--- config.mk ---
export PLATFORM = sky130hd
export DESIGN_NAME = roman_numeral_encoder
export DESIGN_NICKNAME = d
export VERILOG_FILES = /design/src/hw/rtl/rne_pkg.sv /design/src/hw/rtl/rne_ctrl.sv /design/src/hw/rtl/rne_dp.sv /design/src/hw/rtl/roman_numeral_encoder.sv
export SDC_FILE = /design/constraint.sdc
export NUM_CORES = 1
export LEC_CHECK = 0
export BUFFER_PORTS_ARGS = -buffer_cell sky130_fd_sc_hd__buf_2
export CORE_AREA = 2 2 108 58
export DETAILED_ROUTE_END_ITERATION = 16
export DIE_AREA = 0 0 110 60
export PLACE_DENSITY = 0.75
export SLEW_MARGIN = 20
export SYNTH_ARGS = -nofsm -noshare
export SYNTH_HDL_FRONTEND = slang
export SYNTH_SLANG_ARGS = --single-unit
--- constraint.sdc ---
create_clock -name clk -period 3.55 [get_ports clk]
set_input_delay 0.1775 -clock clk [delete_from_list [all_inputs] [get_ports clk]]
set_output_delay 0.1775 -clock clk [all_outputs]
set_load 0.005 [all_outputs]
--- src/hw/rtl/rne_pkg.sv ---
// Shared types, constants and symbol tables for the Roman numeral encoder.
`timescale 1ns / 1ps

package rne_pkg;

  localparam int unsigned VALUE_W    = 12;
  localparam int unsigned CHAR_W     = 7;
  localparam int unsigned NUM_WEIGHTS = 13;
  localparam int unsigned IDX_W      = $clog2(NUM_WEIGHTS);
  localparam int unsigned S_TDATA_W  = 16;
  localparam int unsigned M_TDATA_W  = 8;

  localparam logic [VALUE_W-1:0] SAT_LIMIT = 12'd3999;

  // ASCII codes of the Roman symbols
  localparam logic [CHAR_W-1:0] CH_NONE = 7'h00;
  localparam logic [CHAR_W-1:0] CH_C    = 7'h43;
  localparam logic [CHAR_W-1:0] CH_D    = 7'h44;
  localparam logic [CHAR_W-1:0] CH_I    = 7'h49;
  localparam logic [CHAR_W-1:0] CH_L    = 7'h4C;
  localparam logic [CHAR_W-1:0] CH_M    = 7'h4D;
  localparam logic [CHAR_W-1:0] CH_V    = 7'h56;
  localparam logic [CHAR_W-1:0] CH_X    = 7'h58;

  // Commands from the controller to the datapath
  typedef struct packed {
    logic load;   // capture a new value and restart at the largest weight
    logic step;   // do one greedy step (emit a character or pass a weight)
  } rne_cmd_t;

  // Status from the datapath to the controller
  typedef struct packed {
    logic in_zero;    // value on the input port saturates to zero
    logic out_free;   // output register empty or being taken this cycle
    logic step_last;  // the current step emits the final character
  } rne_status_t;

  // Weight of each table entry, largest first
  function automatic logic [VALUE_W-1:0] weight_of(input logic [IDX_W-1:0] idx);
    logic [VALUE_W-1:0] w;
    case (idx)
      4'd0:    w = 12'd1000;
      4'd1:    w = 12'd900;
      4'd2:    w = 12'd500;
      4'd3:    w = 12'd400;
      4'd4:    w = 12'd100;
      4'd5:    w = 12'd90;
      4'd6:    w = 12'd50;
      4'd7:    w = 12'd40;
      4'd8:    w = 12'd10;
      4'd9:    w = 12'd9;
      4'd10:   w = 12'd5;
      4'd11:   w = 12'd4;
      default: w = 12'd1;
    endcase
    return w;
  endfunction

  // First symbol of each entry
  function automatic logic [CHAR_W-1:0] first_of(input logic [IDX_W-1:0] idx);
    logic [CHAR_W-1:0] c;
    case (idx)
      4'd0:    c = CH_M;
      4'd1:    c = CH_C;
      4'd2:    c = CH_D;
      4'd3:    c = CH_C;
      4'd4:    c = CH_C;
      4'd5:    c = CH_X;
      4'd6:    c = CH_L;
      4'd7:    c = CH_X;
      4'd8:    c = CH_X;
      4'd9:    c = CH_I;
      4'd10:   c = CH_V;
      4'd11:   c = CH_I;
      default: c = CH_I;
    endcase
    return c;
  endfunction

  // Second symbol of a subtractive pair, CH_NONE for single symbols
  function automatic logic [CHAR_W-1:0] second_of(input logic [IDX_W-1:0] idx);
    logic [CHAR_W-1:0] c;
    case (idx)
      4'd1:    c = CH_M;
      4'd3:    c = CH_D;
      4'd5:    c = CH_C;
      4'd7:    c = CH_L;
      4'd9:    c = CH_X;
      4'd11:   c = CH_V;
      default: c = CH_NONE;
    endcase
    return c;
  endfunction

endpackage

--- src/hw/rtl/rne_ctrl.sv ---
// Controller state machine: sequences load and greedy steps of one value.
`timescale 1ns / 1ps

module rne_ctrl (
  input  logic               clk,
  input  logic               rst,
  input  logic               in_valid,
  output logic               in_ready,
  input  rne_pkg::rne_status_t status,
  output rne_pkg::rne_cmd_t    cmd
);

  typedef enum logic {
    IDLE,
    RUN
  } state_t;

  state_t state;
  state_t state_next;

  // Decode commands from the state and the handshakes
  always_comb begin
    cmd        = '0;
    state_next = state;
    in_ready   = 1'b0;
    case (state)
      IDLE: begin
        in_ready = 1'b1;
        if (in_valid) begin
          cmd.load = 1'b1;
          if (!status.in_zero) begin
            state_next = RUN;
          end
        end
      end
      RUN: begin
        if (status.out_free) begin
          cmd.step = 1'b1;
          if (status.step_last) begin
            state_next = IDLE;
          end
        end
      end
      default: begin
        state_next = IDLE;
      end
    endcase
  end

  // Hold state
  always_ff @(posedge clk) begin
    if (rst) begin
      state <= IDLE;
    end else begin
      state <= state_next;
    end
  end

endmodule

--- src/hw/rtl/rne_dp.sv ---
// Datapath: remaining value, weight index, pending pair symbol and output word.
`timescale 1ns / 1ps

module rne_dp (
  input  logic                          clk,
  input  logic                          rst,
  input  logic [rne_pkg::VALUE_W-1:0]   in_value,
  input  rne_pkg::rne_cmd_t             cmd,
  output rne_pkg::rne_status_t          status,
  output logic                          out_valid,
  input  logic                          out_ready,
  output logic [rne_pkg::CHAR_W-1:0]    out_char,
  output logic                          out_last
);

  logic [rne_pkg::VALUE_W-1:0] remaining;
  logic [rne_pkg::VALUE_W-1:0] remaining_next;
  logic [rne_pkg::IDX_W-1:0]   idx;
  logic [rne_pkg::IDX_W-1:0]   idx_next;
  logic                        pend;
  logic                        pend_next;
  logic [rne_pkg::VALUE_W-1:0] sat_value;
  logic [rne_pkg::VALUE_W-1:0] weight;
  logic [rne_pkg::CHAR_W-1:0]  second;
  logic                        emit;
  logic [rne_pkg::CHAR_W-1:0]  emit_char;
  logic                        emit_last;

  // Saturate the incoming value
  assign sat_value = (in_value > rne_pkg::SAT_LIMIT) ? rne_pkg::SAT_LIMIT : in_value;

  assign weight = rne_pkg::weight_of(idx);
  assign second = rne_pkg::second_of(idx);

  // One greedy step: finish a pair, take the weight, or pass to the next one
  always_comb begin
    remaining_next = remaining;
    idx_next       = idx;
    pend_next      = pend;
    emit           = 1'b0;
    emit_char      = rne_pkg::first_of(idx);
    emit_last      = 1'b0;
    if (pend) begin
      emit      = 1'b1;
      emit_char = second;
      emit_last = (remaining == '0);
      pend_next = 1'b0;
    end else if (remaining >= weight) begin
      emit           = 1'b1;
      remaining_next = remaining - weight;
      if (second != rne_pkg::CH_NONE) begin
        pend_next = 1'b1;
      end else begin
        emit_last = (remaining_next == '0);
      end
    end else begin
      idx_next = idx + 1'b1;
    end
  end

  assign status.in_zero   = (sat_value == '0);
  assign status.out_free  = !out_valid || out_ready;
  assign status.step_last = emit && emit_last;

  // Advance the conversion registers
  always_ff @(posedge clk) begin
    if (cmd.load) begin
      remaining <= sat_value;
      idx       <= '0;
      pend      <= 1'b0;
    end else if (cmd.step) begin
      remaining <= remaining_next;
      idx       <= idx_next;
      pend      <= pend_next;
    end
  end

  // Hold the output word until taken
  always_ff @(posedge clk) begin
    if (rst) begin
      out_valid <= 1'b0;
    end else if (cmd.step && emit) begin
      out_valid <= 1'b1;
    end else if (out_ready) begin
      out_valid <= 1'b0;
    end
  end

  always_ff @(posedge clk) begin
    if (cmd.step && emit) begin
      out_char <= emit_char;
      out_last <= emit_last;
    end
  end

endmodule

--- src/hw/rtl/roman_numeral_encoder.sv ---
// Top level of the Roman numeral encoder: stream ports, controller and datapath.
`timescale 1ns / 1ps

// Converts one unsigned value per input word into its Roman numeral, sent as
// a run of ASCII characters, one per output word, tlast on the final one.
// Input: s_tdata[11:0] holds the value; values above 3999 are taken as 3999.
// A value of zero produces no output word at all.
// Output: m_tdata[6:0] holds the character (C, D, I, L, M, V or X), m_tlast
// marks the end of the numeral.
// One value is converted at a time. s_tready is high only while no
// conversion is running; it rises again as soon as the final character has
// been moved into the output register, so the next value can be taken while
// that character still waits on m_tready.
// Steps: each greedy step of the controller either emits one character or
// passes over one of the thirteen weights. A value needs one step per
// character plus one per weight passed; each character enters the output
// register in the cycle after the step that makes it.
// When m_tready is low with a word waiting, the steps pause and nothing is
// lost. Synchronous reset drops any run in progress and empties the output.
module roman_numeral_encoder (
  input  logic                            clk,
  input  logic                            rst,
  input  logic                            s_tvalid,
  output logic                            s_tready,
  input  logic [rne_pkg::S_TDATA_W-1:0]   s_tdata,   // [11:0] value, [15:12] zero
  output logic                            m_tvalid,
  input  logic                            m_tready,
  output logic [rne_pkg::M_TDATA_W-1:0]   m_tdata,   // [6:0] character, [7] zero
  output logic                            m_tlast
);

  rne_pkg::rne_cmd_t            cmd;
  rne_pkg::rne_status_t         status;
  logic [rne_pkg::CHAR_W-1:0]   out_char;

  rne_ctrl u_ctrl (
    .clk      (clk),
    .rst      (rst),
    .in_valid (s_tvalid),
    .in_ready (s_tready),
    .status   (status),
    .cmd      (cmd)
  );

  rne_dp u_dp (
    .clk       (clk),
    .rst       (rst),
    .in_value  (s_tdata[rne_pkg::VALUE_W-1:0]),
    .cmd       (cmd),
    .status    (status),
    .out_valid (m_tvalid),
    .out_ready (m_tready),
    .out_char  (out_char),
    .out_last  (m_tlast)
  );

  // Pad the character to a whole byte
  assign m_tdata = {{(rne_pkg::M_TDATA_W - rne_pkg::CHAR_W){1'b0}}, out_char};

endmodule

# ---- Word level (Yosys, flattened, before mapping)
# Memory sizes are Yosys's and may differ from the RTL's. A register that Yosys moved wholly into a read port is not among the register bits.
# Index checks and enable logic that the tools add are counted.
dict set report totals {
  regBits 27
  romBits 240
  inputBits 20
  out_inout_bits 11
  wordCells 67
  mem_count 2
}
# memory words word_bits rd rd_ports_with_merged_regs write_ports line_no
set mem_list {}
lappend mem_list {{(name not given)} 16 10 1 1 0 rne_pkg.sv:41} ;# case (idx)
lappend mem_list {{(name not given)} 16 5 1 1 0 rne_pkg.sv:62} ;# case (idx)
dict set report op_classes {
  n_addsub 2
  magnitude_cmp 2
  n_eq_ne 7
  mux 31
  n_bitwise 3
  reduce_logical 13
}
# op n
set op_table {}
lappend op_table {{$mux W12} 5}
lappend op_table {{$pmux W7 S6} 1}
lappend op_table {{$logic_not A12 Y1} 3}
lappend op_table {{$mux W1} 19}
lappend op_table {{$mux W4} 4}
lappend op_table {{$ge A12 B12 Y1} 1}
lappend op_table {{$gt A12 B12 Y1 const B} 1}
lappend op_table {{$sub A12 B12 Y12} 1}
lappend op_table {{$eq A4 B3 Y1 const B} 2}
lappend op_table {{$eq A4 B4 Y1 const B} 2}
lappend op_table {{$mux W7} 1}
lappend op_table {{$reduce_bool A7 Y1} 1}
lappend op_table {{$reduce_and A3 Y1} 2}
lappend op_table {{$reduce_bool A2 Y1} 3}
lappend op_table {{$add A4 B1 Y4 const B} 1}
lappend op_table {{$eq A4 B1 Y1 const B} 1}
lappend op_table {{$eq A4 B2 Y1 const B} 1}
lappend op_table {{$not A1 Y1} 3}
lappend op_table {{$logic_and A1 B1 Y1} 2}
lappend op_table {{$ne A2 B2 Y1 const B} 1}
lappend op_table {{$pmux W1 S2} 1}
lappend op_table {{$logic_not A1 Y1} 1}
lappend op_table {{$logic_or A1 B1 Y1} 1}

# ---- Longest topological paths before layout
dict set report depth {
  word_depth 10
  mapped_depth 13
  ltp_nobuf 13
}

# ---- Modules after synthesis
# From an unflattened synthesis, not the netlist that was laid out.
dict set report unflattened {
  hier_cells 271
  hier_area_um2 2519.9
}
# mod instances cells_each area_per_inst_um2 seq_area_each_um2
set modules_own_cells {}
lappend modules_own_cells {rne_dp 1 262 2444.8 970.9}
lappend modules_own_cells {rne_ctrl 1 7 63.8 20.0}
lappend modules_own_cells {roman_numeral_encoder 1 2 11.3 0.0}

# ---- Worst setup path after synthesis
# No wires, ideal clock.
dict set report synth_path {
  path_kind {reg-to-reg}
  startpoint {reg u_dp.remaining[0] (netlist bit)}
  endpoint {reg with a tool-made name}
  setup_time_ps 58
  arrival_time_ps 2888
  required_ps 3492
  path_slack_ps 604
  stages_incl_launch_ff 14
  path_buffers 0
  synth_period_minus_slack_ps 2946
  path_cell_list {edfxtp_1 inv_1 ha_1 fa_1 nand2b_1 a21oi_1 o2111a_1 or2_2 nor3_2 mux2i_1 inv_1 ha_1 a22oi_2 o22a_1}
}
# element line_no
set synth_lines {}
lappend synth_lines {{from (decl)} rne_dp.sv:16} ;# logic [rne_pkg::VALUE_W-1:0] remaining;
lappend synth_lines {{from (signal assigned)} rne_dp.sv:68} ;# remaining <= sat_value;
lappend synth_lines {{from (signal assigned)} rne_dp.sv:72} ;# remaining <= remaining_next;

==> flow_metrics.env <==
export IMPL_grt_max_degree=20
export IMPL_initial_core_util_pct=42.64
export IMPL_worstMarginPinSlew_ps=582.4
export IMPL_clock_sink_count=40
export IMPL_grt_antenna_before_repair=0
export IMPL_drt_pass1_iterations=5
export IMPL_grt_setup_unrepaired="no"
export IMPL_internal_power_mw=1.079
export IMPL_post_synth_instance_area_um2=2444
export IMPL_ant_nets=0
export IMPL_worst_setup_path_end_kind="register"
export IMPL_ys_seq_area_share_pct=40.55
export IMPL_finalPower_mw=1.784
export IMPL_detail_route_drc_violations=0
export IMPL_class_of_the_most_critical_setup_path="reg -> reg"
export IMPL_min_to="u_dp.out_valid$_SDFFE_PP0P_"
export IMPL_area_growth_pct=12.49
export IMPL_yosysUniqueCellTypes=56
export IMPL_post_cts_setup_buffer_count=0
export IMPL_grt_overflow_total=0
export IMPL_grt_first_pass_wirelength_mm=9.114
export IMPL_path_cells="inv_1 -> ha_1 -> fa_1 -> nand2b_1 -> a21oi_1 -> o2111a_1 -> or2_2 -> nor3_2 -> mux2i_2 -> inv_1 -> ha_1 -> a22oi_2 -> o22a_1"
export IMPL_drv_slew=0
export IMPL_run_status="completed"
export IMPL_die_height_um=60
export IMPL_first_global_vias=1785
export IMPL_place_hpwl_mm=4.723
export IMPL_cts_root_buffer_cell="sky130_fd_sc_hd__clkbuf_8"
export IMPL_r2r_slack_ps=320
export IMPL_final_cell_area_um2=2749
export IMPL_synth_avg_cell_area_um2=9.050
export IMPL_crit_path_largest_cell_delay_ps=430
export IMPL_synth_seq_cells=40
export IMPL_vias_per_cell=5.527
export IMPL_layout_min_cycle_time_ps=3226
export IMPL_placement_stage_cell_area_um2=2655
export IMPL_num_nets_final=336
export IMPL_ys_warn_count=0
export IMPL_fp_row_count=20
export IMPL_setup_violators_final=0
export IMPL_die_area_um2=6600
export IMPL_finalNonFillerCells=376
export IMPL_crit_reg2reg_launch="u_dp.remaining[0]$_DFFE_PP_"
export IMPL_gp_routability_congestion=0.8920
export IMPL_element_type_at_the_critical_path_start="register"
export IMPL_clkPwrFrac_pct=17.1
export IMPL_post_syn_instances=270
export IMPL_numPlacedInstances=368
export IMPL_numPortBuffers=24
export IMPL_grt_overall_usage_pct=19.06
export IMPL_dr_total_vias=2078
export IMPL_slew_limit_headroom_pct=61.12
export IMPL_worstHoldPathCells=2
export IMPL_synth_edff_count=19
export IMPL_vdd_ir_drop_worst_mv=0.2199
export IMPL_power_per_cell_area_nw_per_um2=649.1
export IMPL_antenna_diode_count=0
export IMPL_timing_hold_worst_start="rst"
export IMPL_timing_final_crit_share_pct=90.88
export IMPL_seq_power_share_pct=39.6
export IMPL_critical_path_required_ps=3780
export IMPL_drt_wirelength_per_cell_um=15.98
export IMPL_core_ar_um2=5731
export IMPL_postRouteWirelength_mm=6.008
export IMPL_async_set_reset_flop_share_out_of_synthesis_pct=0
export IMPL_finalHoldViolations=0
export IMPL_cts_repair_resize_count=0
export IMPL_clock_skew_ps=14.87
export IMPL_power_switching_mw=0.7048
export IMPL_critPathArrivalTime_ps=3460
export IMPL_drt_initial_drc_count=271
export IMPL_io_pin_count=31
export IMPL_cts_max_level=2
export IMPL_clk_transition_reported_paths_ps=80
export IMPL_timing_reg2reg_worst_path_depth=13
export IMPL_crit_path_top_delay_cell="sky130_fd_sc_hd__mux2i_2"
export IMPL_holdCritPathClass="in -> reg"
export IMPL_cts_hold_fix_buffers=0
export IMPL_switching_share_pct=39.50
export IMPL_postSynth_topFlopCell="sky130_fd_sc_hd__dfxtp_1"
export IMPL_comb_power_share_pct=43.3
export IMPL_static_leakage_power_nw=1.193
export IMPL_cts_root_to_sink_buffers=2
export IMPL_dieWidth_um=110
export IMPL_crit_path_max_fanout=5
export IMPL_layout_drive_gt1_share_pct=16.05
export IMPL_setup_worst_path_start="u_dp.remaining[0]$_DFFE_PP_"
export IMPL_max_cap_violations=0
export IMPL_clock_fmax_mhz=310.0
export IMPL_clk_insertion_delay_late_ps=290
export IMPL_cts_tree="built"
export IMPL_tritoncts_num_buffers=5
export IMPL_fin_tns_setup_ps=0
## placed cells by master (no fill, tap or decap), types with 6 or more instances in the layout
master                     instances
sky130_fd_sc_hd__nor2b_1           6
sky130_fd_sc_hd__xor2_1            7
sky130_fd_sc_hd__nand2_1          24
sky130_fd_sc_hd__dfxtp_1          21
sky130_fd_sc_hd__a21oi_1          21
sky130_fd_sc_hd__o21ai_0          14
sky130_fd_sc_hd__ha_1             17
sky130_fd_sc_hd__buf_2            24
sky130_fd_sc_hd__edfxtp_1         19
sky130_fd_sc_hd__nand3_1           7
sky130_fd_sc_hd__clkbuf_8          6
sky130_fd_sc_hd__inv_1            21
sky130_fd_sc_hd__nor2_1           31
## power by group through the flow
stage | registers (mW) | clock network, mW | logic (mW)
final | 0.707 | 0.305 | 0.772
after detailed placement | 0.708 | 0 | 0.743
after global placement | 0.708 | 0 | 0.721
after floorplan | 0.668 | 0 | 0.561
after global routing | 0.715 | 0.331 | 0.841
after CTS | 0.703 | 0.308 | 0.747
## cell usage after synthesis (3+ instances only)
library cell	number	area [um2]
sky130_fd_sc_hd__xor2_1	7	61.31
sky130_fd_sc_hd__clkbuf_1	4	15.01
sky130_fd_sc_hd__a21o_1	4	30.03
sky130_fd_sc_hd__nor2b_1	6	37.54
sky130_fd_sc_hd__ha_1	17	212.7
sky130_fd_sc_hd__nand2b_1	3	18.77
sky130_fd_sc_hd__nand2_1	24	90.09
sky130_fd_sc_hd__o211ai_1	4	30.03
sky130_fd_sc_hd__nand4_1	4	25.02
sky130_fd_sc_hd__nand3_1	7	35.03
sky130_fd_sc_hd__o21ai_0	14	70.07
sky130_fd_sc_hd__inv_1	21	78.83
sky130_fd_sc_hd__nor4_1	4	25.02
sky130_fd_sc_hd__edfxtp_1	19	570.6
sky130_fd_sc_hd__a21oi_1	21	105.1
sky130_fd_sc_hd__nor2_1	31	116.4
sky130_fd_sc_hd__dfxtp_1	21	420.4
sky130_fd_sc_hd__nor3_1	3	15.01
sky130_fd_sc_hd__xnor2_1	4	35.03
sky130_fd_sc_hd__o21a_1	4	30.03
## metrics by stage
| stage | setup WS [ps] | hold slack (ps) | utilization, % |
|---|---|---|---|
| floorplan | 603.5 | 246.6 | - |
| global placement | 351.1 | 359.9 | 46.33 |
| detailed placement | 273.6 | 362.6 | 46.33 |
| CTS | 228.8 | 51.23 | 47.90 |
| global route | 112.9 | 50.46 | 47.97 |
| finish | 323.9 | 51.83 | 47.97 |
## final cells by class
type | instances | area [um2]
multi-input cells | 202 | 1343
fillers | 555 | 2982
flip-flops and latches | 40 | 991.0
repair buffers | 28 | 150.1
clock inverters | 1 | 3.754
inverters | 21 | 78.83
well taps | 77 | 96.34
clock buffers | 7 | 86.33
## layer usage
layer  part of all wire, %  vias up  global-route usage (%)
met5                     0        -                       0
met4                  0.38        0                   3.797
met3                    14        4                   5.780
met2                    33      124                   22.00
met1                    53      932                   32.28
li1                      -     1018                       -
## cells by family (layout without fill, tap and decap cells)
group           count (synthesis)  after routing  synth area share (%)
xor+xnor                       12             12                 4.608
buf+inv                        29             57                 4.813
compound gates                 67             67                 18.02
flops                          40             40                 40.55
mux                             2              2                0.8704
simple gates                  101            101                 21.45
fa+ha+maj                      18             18                 9.524
other cells                     1              2                0.1535
## critical path, delay by kind of cell (launching register included)
kind	cells	cell delay (ps)
compound gates	4	710
fa+ha+maj	3	620
buf+inv	2	270
flops	1	420
mux	1	430
simple gates	3	710
## worst max-delay path by stage
stage | slack, ps | cells past startpoint | endpoint
6_report | 320 | 13 | register
3_3_place_gp | 350 | 13 | register
2_1_floorplan | 600 | 13 | register
4_1_cts | 230 | 13 | register
5_1_grt | 110 | 13 | register
3_5_place_dp | 270 | 13 | register
(Power assumes the default switching activity.)
